--- src/rtl/sidlt_pkg.sv ---
// ----------------------------------------------------------------------------
// sidlt_pkg
// Shared types and codes for the sorted id/offset lookup table.
// ----------------------------------------------------------------------------
package sidlt_pkg;

  localparam int unsigned TableDepthDefault = 4096;
  localparam int unsigned HeldW             = 13;

  // command codes
  localparam logic [1:0] CMD_CLEAR  = 2'd0;
  localparam logic [1:0] CMD_INSERT = 2'd1;
  localparam logic [1:0] CMD_LOOKUP = 2'd2;

  // status codes
  localparam logic [1:0] ST_OK        = 2'd0;
  localparam logic [1:0] ST_NOT_FOUND = 2'd1;
  localparam logic [1:0] ST_FULL      = 2'd2;

  typedef struct packed {
    logic [1:0]  command;
    logic [31:0] key_id;
    logic [31:0] entry_offset;
  } in_beat_t;

  typedef struct packed {
    logic [1:0]       status;
    logic [31:0]      found_offset;
    logic [HeldW-1:0] entries_held;
  } out_beat_t;

  // one table row
  typedef struct packed {
    logic [31:0] id;
    logic [31:0] offset;
  } entry_t;

endpackage

--- src/rtl/sidlt_ctrl.sv ---
// ----------------------------------------------------------------------------
// sidlt_ctrl
// Sequencer: binary search with a shared compare unit, shift-up for insert.
// ----------------------------------------------------------------------------
module sidlt_ctrl #(
  parameter int unsigned TABLE_DEPTH = sidlt_pkg::TableDepthDefault,
  localparam int unsigned AW = $clog2(TABLE_DEPTH),
  localparam int unsigned CW = $clog2(TABLE_DEPTH + 1)
) (
  input  logic                 clk_i,
  input  logic                 rst_ni,
  input  logic                 in_valid_i,
  output logic                 in_ready_o,
  input  sidlt_pkg::in_beat_t  in_data_i,
  output logic                 res_valid_o,
  input  logic                 res_ready_i,
  output sidlt_pkg::out_beat_t res_data_o,
  output logic                 mem_we_o,
  output logic [AW-1:0]        mem_waddr_o,
  output sidlt_pkg::entry_t    mem_wdata_o,
  output logic                 mem_re_o,
  output logic [AW-1:0]        mem_raddr_o,
  input  sidlt_pkg::entry_t    mem_rdata_i
);
  import sidlt_pkg::*;

  localparam logic [2:0] S_IDLE  = 3'd0;
  localparam logic [2:0] S_SRCH  = 3'd1;
  localparam logic [2:0] S_CMP   = 3'd2;
  localparam logic [2:0] S_CHECK = 3'd3;
  localparam logic [2:0] S_SHRD  = 3'd4;
  localparam logic [2:0] S_SHWR  = 3'd5;
  localparam logic [2:0] S_PUT   = 3'd6;
  localparam logic [2:0] S_DONE  = 3'd7;

  localparam logic [CW-1:0] Full = CW'(TABLE_DEPTH);

  logic [2:0]    state_q, state_d;
  logic [1:0]    cmd_q, cmd_d;
  logic [31:0]   key_q, key_d;
  logic [31:0]   off_q, off_d;
  logic [CW-1:0] lo_q, lo_d, hi_q, hi_d, mid_q, mid_d;
  logic [CW-1:0] idx_q, idx_d, count_q, count_d;
  logic [1:0]    status_q, status_d;
  logic [31:0]   found_q, found_d;

  logic [CW-1:0] lo_n, hi_n, mid_n, idx_m1;
  logic          go_right;

  // shared compare unit
  assign go_right = (cmd_q == CMD_INSERT) ? (mem_rdata_i.id <= key_q)
                                          : (mem_rdata_i.id <  key_q);
  assign idx_m1   = idx_q - CW'(1);

  always_comb begin
    lo_n = lo_q;
    hi_n = hi_q;
    if (state_q == S_CMP) begin
      if (go_right) begin
        lo_n = mid_q + CW'(1);
      end else begin
        hi_n = mid_q;
      end
    end
    mid_n = lo_n + ((hi_n - lo_n) >> 1);
  end

  always_comb begin
    state_d     = state_q;
    cmd_d       = cmd_q;
    key_d       = key_q;
    off_d       = off_q;
    lo_d        = lo_q;
    hi_d        = hi_q;
    mid_d       = mid_q;
    idx_d       = idx_q;
    count_d     = count_q;
    status_d    = status_q;
    found_d     = found_q;
    mem_we_o    = 1'b0;
    mem_waddr_o = lo_q[AW-1:0];
    mem_wdata_o = mem_rdata_i;
    mem_re_o    = 1'b0;
    mem_raddr_o = mid_n[AW-1:0];
    in_ready_o  = 1'b0;
    res_valid_o = 1'b0;

    unique case (state_q)
      S_IDLE: begin
        in_ready_o = 1'b1;
        if (in_valid_i) begin
          cmd_d    = in_data_i.command;
          key_d    = in_data_i.key_id;
          off_d    = in_data_i.entry_offset;
          lo_d     = '0;
          hi_d     = count_q;
          status_d = ST_OK;
          found_d  = '0;
          case (in_data_i.command)
            CMD_CLEAR: begin
              count_d = '0;
              state_d = S_DONE;
            end
            CMD_INSERT: begin
              if (count_q == Full) begin
                status_d = ST_FULL;
                state_d  = S_DONE;
              end else begin
                state_d = S_SRCH;
              end
            end
            CMD_LOOKUP: state_d = S_SRCH;
            default:    state_d = S_DONE;
          endcase
        end
      end

      S_SRCH, S_CMP: begin
        lo_d = lo_n;
        hi_d = hi_n;
        if (lo_n < hi_n) begin
          // next probe
          mem_re_o    = 1'b1;
          mem_raddr_o = mid_n[AW-1:0];
          mid_d       = mid_n;
          state_d     = S_CMP;
        end else if (cmd_q == CMD_LOOKUP) begin
          if (lo_n < count_q) begin
            mem_re_o    = 1'b1;
            mem_raddr_o = lo_n[AW-1:0];
            state_d     = S_CHECK;
          end else begin
            status_d = ST_NOT_FOUND;
            state_d  = S_DONE;
          end
        end else if (lo_n == count_q) begin
          state_d = S_PUT;
        end else begin
          idx_d   = count_q;
          state_d = S_SHRD;
        end
      end

      S_CHECK: begin
        if (mem_rdata_i.id == key_q) begin
          found_d = mem_rdata_i.offset;
        end else begin
          status_d = ST_NOT_FOUND;
        end
        state_d = S_DONE;
      end

      S_SHRD: begin
        mem_re_o    = 1'b1;
        mem_raddr_o = idx_m1[AW-1:0];
        state_d     = S_SHWR;
      end

      S_SHWR: begin
        // move row idx-1 up to idx
        mem_we_o    = 1'b1;
        mem_waddr_o = idx_q[AW-1:0];
        mem_wdata_o = mem_rdata_i;
        idx_d       = idx_m1;
        state_d     = (idx_m1 == lo_q) ? S_PUT : S_SHRD;
      end

      S_PUT: begin
        mem_we_o    = 1'b1;
        mem_waddr_o = lo_q[AW-1:0];
        mem_wdata_o = '{id: key_q, offset: off_q};
        count_d     = count_q + CW'(1);
        state_d     = S_DONE;
      end

      S_DONE: begin
        res_valid_o = 1'b1;
        if (res_ready_i) begin
          state_d = S_IDLE;
        end
      end

      default: state_d = S_IDLE;
    endcase
  end

  assign res_data_o = '{status:       status_q,
                        found_offset: found_q,
                        entries_held: HeldW'(count_q)};

  always_ff @(posedge clk_i or negedge rst_ni) begin
    if (!rst_ni) begin
      state_q <= S_IDLE;
      count_q <= '0;
    end else begin
      state_q <= state_d;
      count_q <= count_d;
    end
  end

  always_ff @(posedge clk_i) begin
    cmd_q    <= cmd_d;
    key_q    <= key_d;
    off_q    <= off_d;
    lo_q     <= lo_d;
    hi_q     <= hi_d;
    mid_q    <= mid_d;
    idx_q    <= idx_d;
    status_q <= status_d;
    found_q  <= found_d;
  end

endmodule

--- config.mk ---
export PLATFORM = sky130hd
export DESIGN_NAME = sidlt_ctrl
export DESIGN_NICKNAME = d
export VERILOG_FILES = /design/src/rtl/sidlt_pkg.sv /design/src/rtl/sidlt_ctrl.sv
export SDC_FILE = /design/constraint.sdc
export NUM_CORES = 1
export LEC_CHECK = 0
export BUFFER_PORTS_ARGS = -buffer_cell sky130_fd_sc_hd__buf_2
export CORE_UTILIZATION = 54
export DETAILED_ROUTE_END_ITERATION = 12
export PLACE_DENSITY_LB_ADDON = 0.12
export SLEW_MARGIN = 20
export SYNTH_ARGS = -nofsm -noshare
export SYNTH_HDL_FRONTEND = slang
export SYNTH_SLANG_ARGS = --single-unit
--- constraint.sdc ---
create_clock -name clk_i -period 6.55 [get_ports clk_i]
set_input_delay 0.3275 -clock clk_i [delete_from_list [all_inputs] [get_ports clk_i]]
set_output_delay 0.3275 -clock clk_i [all_outputs]
set_load 0.01 [all_outputs]
==> qor.yml, run 1 <==
p_clk_share_pct: 16.1
drc: 0
first_global_vias: 8273
switching_share_pct: 44.4
clk_path_buf_depth: 2
areaGrowthSynthToFinish_pct: 24.2
layout.cells.most_common: "buf_2"
antennaDiodeCount: 0
io_buffers: 272
yosys_warnings: 0
crit_arrival_ns: 6.14
clock_latency_ns: 0.43
layout_common_cells: "buf_2, nand2_1, edfxtp_1, o21ai_0, ha_1"
switchingPower_mw: 2.74
postSynthCellCount: 1028
hold-worst-slack_ns: 0.0643
syn_area_mm2: 0.0103
intPower_mw: 3.43
required_ns: 6.22
dp_cells: 1518
num_rows: 50
fin_nets: 1522
min_period_ns: 6.47
worstSetupPathType: "reg -> out"
firstDrtPassIters: 5
drv_cap: 0
worst_clock_skew_ns: 0.0108
worstSetupStartpointType: "flop"
tightest_slew_ns: 0.920
slew_viol_final: 0
hold_viol: 0
status: "complete, no violations"
r2r-start: "key_q[15]$_DFFE_PP_"
gr-usage-all-layers_pct: 29.0
cellLeakagePower_nw: 5.71
drtIter0Drc: 646
die_height_um: 140
vdd_drop_max_mv: 0.240
htreeDepth: 4
start_util_pct: 55.1
wirelength_mm: 28.2
root_buffer: "clkbuf_16"
clock_sinks: 168
via_count: 8659
end_kind: "primary output"
nFillCells: 1487
yosysSeqAreaShare_pct: 48.4
die_area_mm2: 0.0196
cts_buffers: 17
synth_area_leaders: "edfxtp_1, ha_1, nand2_1"
syn_nets: 1238
combPwrFrac_pct: 55.7
drive_gt1_share_pct: 30.0
finalNonFillerCells: 1559
critPathLaunch: "key_q[15]$_DFFE_PP_"
cts.clk_slew.worst_paths_ns: 0.08
grt_start_max_net_pins: 97
max_freq_mhz: 155
power.density_mw_per_mm2: 484
grt_pass1_wl_mm: 43.1
ys_ff_latch: 168
antenna_found_initial: 0
io_pins: 273
worstPathMaxFanout: 9
yosys.area.top_type: "edfxtp_1"
async_flop_share_pct: 9.52
viasPerCell: 5.55
p_seq_share_pct: 28.2
synth-edff-count: 152
synth_area_per_cell_um2: 9.99
worstHoldStart: "in_data_i[25]"
ant_nets: 0
finalSetupViolCount: 0
max-slew-margin-rel_pct: 38.7
core-area_mm2: 0.0186
final-seq-area_mm2: 0.00496
synth_flop_cell: "edfxtp_1"
fin_crit_sh_pct: 98.8
synth_top_area_share_pct: 44.5
die_w_um: 140
dp_hpwl_mm: 21.4
grt_remaining_overflow: 0
multiInputGateArea_mm2: 0.00508
cts_tree: "done"
avgRoutedWirePerCell_um: 18.1
rsz0062_at_grt: "yes"
ys_types: 58
hold_path_class: "in -> reg"
place.gp.congestion: 0.927
## kinds of logic (layout without fill, tap and decap cells)
kind of cell,Yosys count,count (layout),share of synthesized area (%)
xor+xnor,65,65,5.55
flops,168,168,48.4
buf+inv,106,403,4.02
fa+ha+maj,76,76,9.41
compound gates,159,159,9.71
mux,38,38,4.30
simple gates,416,416,18.6
## area by class of cell
class | count | area share [%]
multi-input combinational | 754 | 39.8
timing repair buffer | 296 | 12.1
tap | 234 | 2.30
clock inverter | 14 | 1.23
sequential | 168 | 38.9
inverter | 75 | 2.21
clock buffer | 18 | 3.37
## per-layer routing
| layer | track usage, % | vias up | part of all wire (%) | wire [µm] |
|---|---|---|---|---|
| met3 | 5.54 | 71 | 6.9 | 1940 |
| met2 | 48.3 | 374 | 48 | 13600 |
| met4 | 14.9 | 0 | 4.4 | 1230 |
| met5 | 0 | - | 0 | 0 |
| li1 | - | 4202 | - | - |
| met1 | 35.9 | 4012 | 40 | 11400 |
## timing repair
item,4_1_cts,5_1_grt
hold buffers,1,0
gates resized for setup,3,33
hold endpoints to repair,16,0
pin swaps,1,29
buffers inserted,2,6
endpoints found under the setup margin,3,10
## final timing paths
path	end	slack [ns]	cells after the start
max in group asynchronous	count_q[0]$_DFFE_PN0P_	5.92	2
max	mem_raddr_o[11]	0.08	26
min reg2reg	hi_q[12]$_DFFE_PP_	0.70	2
min in group asynchronous	count_q[8]$_DFFE_PN0P_	0.35	2
min	off_q[25]$_DFFE_PP_	0.06	1
max reg2reg	mid_q[11]$_DFFE_PP_	0.84	25
## through the flow
step	setup TNS (ns)	power, mW	util [%]	instance area (µm²)	worst slack [ns]
after global routing	-0.354	6.57	68.4	12700	-0.203
after global placement	0	4.97	63.9	11900	0.260
after detailed placement	0	5.03	63.9	11900	0.113
after CTS	0	6.04	67.2	12500	0.00665
final	0	6.16	68.4	12700	0.0813
after floorplan	0	3.85	-	10300	0.876
## synthesized netlist by cell type (8+ instances only)
cell / instances
inv_1: 74
and3_1: 9
a21oi_1: 25
nand4_1: 13
and2_1: 36
xor2_1: 25
mux2_2: 26
ha_1: 74
nor4_1: 8
nand3_1: 22
nor3_1: 14
nand2_1: 208
dfrtp_1: 16
nor2_1: 65
xnor2_1: 40
nor2b_1: 8
edfxtp_1: 152
o21ai_0: 74
a221o_1: 8
a21o_1: 8
clkbuf_1: 29
## critical path: stages, from the launching register on
cell	delay, ns
edfxtp_1	0.38
inv_2	0.09
ha_4	0.22
a211oi_1	0.24
nand2_1	0.11
or4_4	0.56
a21oi_4	0.22
o21bai_4	0.10
buf_4	0.17
buf_4	0.19
mux2_4	0.35
inv_1	0.11
ha_1	0.28
nand3_1	0.12
o21bai_1	0.15
and3_1	0.22
xnor2_1	0.08
ha_1	0.35
o21a_1	0.19
o21ai_1	0.15
a21oi_2	0.06
or4_4	0.56
a31oi_4	0.14
o21bai_1	0.10
xnor2_1	0.26
o221ai_1	0.16
buf_2	0.16
## flip-flops by register name, indices dropped and copies added, names as in the netlist
name,cells
hi_q,13
mid_q,13
state_q,3
count_q,13
idx_q,13
off_q,32
lo_q,13
cmd_q,2
status_q,2
found_q,32
key_q,32
## power by group through the flow
stage / Combinational (mW) / Sequential [mW] / Clock (mW)
after floorplan: 2.18 / 1.67 / 0
after global placement: 3.22 / 1.75 / 0
after detailed placement: 3.28 / 1.75 / 0
after CTS: 3.31 / 1.73 / 1.01
after global routing: 3.77 / 1.75 / 1.05
final: 3.43 / 1.74 / 0.995
Power figures use the tool's default switching activity.
==> inputs of run 2 (changes only) <==
- CORE_ASPECT_RATIO: not set -> 1.4
- RECOVER_POWER: not set -> 50
==> qor.yml, run 2 (synthesis gave the netlist of run 1 again) <==
antennaDiodeCount: 0  # unchanged
crit_family: "simple AND/OR/NAND/NOR gates"
root_buffer: "clkbuf_16"
avgRoutedWirePerCell_um: 20.1  # +11%
combPwrFrac_pct: 55.2  # -0.5 points
r2r_slack_ns: 0.86  # +0.02 ns
end_kind: "primary output"
slew_viol_final: 125  # +125
drive_gt1_share_pct: 25.7  # -4.4 points
worstSetupPathType: "reg -> out"
die_area_mm2: 0.0196  # about the same
violations: "capacitance limit, slew limit"
fin_crit_sh_pct: 97.5  # -1.2 points
first_global_vias: 8585  # +3.8%
io_pins: 273  # unchanged
cpMostUsedCell: "ha_1"
status: "finished, violations left"
max_freq_mhz: 157  # +1.3%
clock_latency_ns: 0.44  # about the same
required_ns: 6.22  # about the same
drc: 0  # unchanged
hold_depth: 1  # unchanged
worst_hold_path.endpoint: "key_q[19]$_DFFE_PP_"
reg_top3: "found_q (32), key_q (32), off_q (32)"
ant_nets: 0  # unchanged
p_clk_share_pct: 16.3  # +0.2 points
grt_pass1_wl_mm: 46.8  # +8.6%
p_seq_share_pct: 28.5  # +0.3 points
vdd_drop_max_mv: 0.221  # -7.6%
cp_slowest_stage_delay_ns: 0.43  # -0.13 ns
io_buffers: 272  # unchanged
hold_path_class: "in -> reg"
grt_start_max_net_pins: 97  # unchanged
clock_sinks: 168  # unchanged
viasPerCell: 5.57  # +0.24%
min_period_ns: 6.39  # -0.0813 ns
dp_hpwl_mm: 24.5  # +14%
clk_path_buf_depth: 2  # unchanged
cellLeakagePower_nw: 5.55  # -2.9%
cts.clk_slew.worst_paths_ns: 0.08  # about the same
start_util_pct: 55.2  # +0.12 points
cts_tree: "done"
crit_slowest_cell: "or4_4"
power.density_mw_per_mm2: 488  # +0.91%
layout.cells.most_common: "buf_2"
gr-usage-all-layers_pct: 32.1  # +3.1 points
final_area_mm2: 0.0127  # -0.49%
hold_viol: 0  # unchanged
rsz0062_at_grt: "yes"
worstPathMaxFanout: 11  # +2
drtIter0Drc: 645  # -0.15%
intPower_mw: 3.42  # -0.27%
drv_cap: 4  # +4
die_w_um: 119  # -15%
wirelength_mm: 31.6  # +12%
htreeDepth: 4  # unchanged
placed_area_mm2: 0.0119  # +0.32%
r2r_cells: 24  # -4.0%
place.gp.congestion: 0.946  # +2.0%
cts_buffers: 17  # unchanged
firstDrtPassIters: 5  # unchanged
crit_arrival_ns: 6.06  # -0.08 ns
grt_remaining_overflow: 0  # unchanged
finalSetupViolCount: 0  # unchanged
worst_clock_skew_ns: 0.0131  # +0.00235 ns
worstPathBufferInverterCount: 4  # -1
tightest_slew_ns: 3.17  # +2.25 ns
num_rows: 59  # +18%
hold-worst-slack_ns: 0.0543  # -0.00997 ns
switching_share_pct: 44.8  # +0.38 points
via_count: 8752  # +1.1%
switchingPower_mw: 2.77  # +1.3%
worstSetupStartpointType: "flop"
fin_nets: 1525  # +0.20%
antenna_found_initial: 0  # unchanged
worstHoldStart: "in_data_i[51]"
die_height_um: 165  # +18%
timing.rr.end: "mid_q[12]$_DFFE_PP_"
r2r-start: "key_q[25]$_DFFE_PP_"
areaGrowthSynthToFinish_pct: 23.6
layout_common_cells: "buf_2, nand2_1, edfxtp_1, o21ai_0"
core-area_mm2: 0.0186  # -0.22%
max-slew-margin-rel_pct: -111  # -150 points
==> run 2: cell types whose count changed in the layout (fill, tap and decap cells not counted), moves of 20 or more <==
| cell | delta |
|---|---|
| and2_0 | +20 |
| and2_1 | -20 |
| buf_2 | -55 |
| clkbuf_1 | +59 |
==> run 2: power by group through the flow <==
stage	registers, mW	logic [mW]	clock network, mW
floorplan	1.67	2.18	0
global placement	1.77	3.26	0
detailed placement	1.77	3.28	0
finish	1.76	3.42	1.01
CTS	1.75	3.31	1.02
global route	1.78	3.73	1.06
==> run 2: worst max-delay path by stage <==
stage	from	endpoint	slack, ns	cells past startpoint
after global routing	key_q[15]$_DFFE_PP_	mem_raddr_o[11]	-0.22	30
after floorplan	key_q[15]$_DFFE_PP_	mem_raddr_o[9]	0.88	28
after global placement	mem_rdata_i[47]	mem_raddr_o[10]	0.02	25
after detailed placement	mem_rdata_i[47]	mem_raddr_o[10]	-0.08	25
after CTS	key_q[25]$_DFFE_PP_	mem_raddr_o[9]	0.02	25
final	key_q[25]$_DFFE_PP_	mem_raddr_o[9]	0.16	25
==> run 2: layout make-up <==
class                           instances  area [µm²]
Multi-Input combinational cell        754        5050
Tap cell                              244         305
Timing Repair Buffer                  299        1490
Clock inverter                         15         173
Fill cell                            1541        5920
Sequential cell                       168        4960
Clock buffer                           17         425
Inverter                               75         285
==> run 2: per-layer routing <==
layer	vias to the layer above	wire length, µm	share of wire [%]	GRT usage [%]
li1	4202	-	-	-
met1	4102	11200	36	33.5
met2	362	16700	53	59.8
met3	86	2030	6.4	7.11
met4	0	1560	4.9	17.7
met5	-	0	0	0
==> run 2: per-stage QoR <==
stage,setup slack (ns),utilization [%],setup TNS (ns),std cells,power (mW)
finish,0.163,68.2,0,1572,6.19
CTS,0.0212,67.8,0,1568,6.08
global route,-0.216,68.2,-0.523,1572,6.57
detailed placement,-0.0818,64.2,-0.168,1531,5.06
floorplan,0.876,-,0,1028,3.85
global placement,0.0151,64.2,0,1531,5.02
==> run 2: what timing repair did <==
| item | in CTS | in global routing |
|---|---|---|
| hold endpoints to repair | 16 | 0 |
| hold buffers | 1 | 0 |
| gates resized for setup | 6 | 31 |
| setup endpoints to repair | 6 | 4 |
| setup buffers | 4 | 4 |
| pin swaps | 2 | 7 |
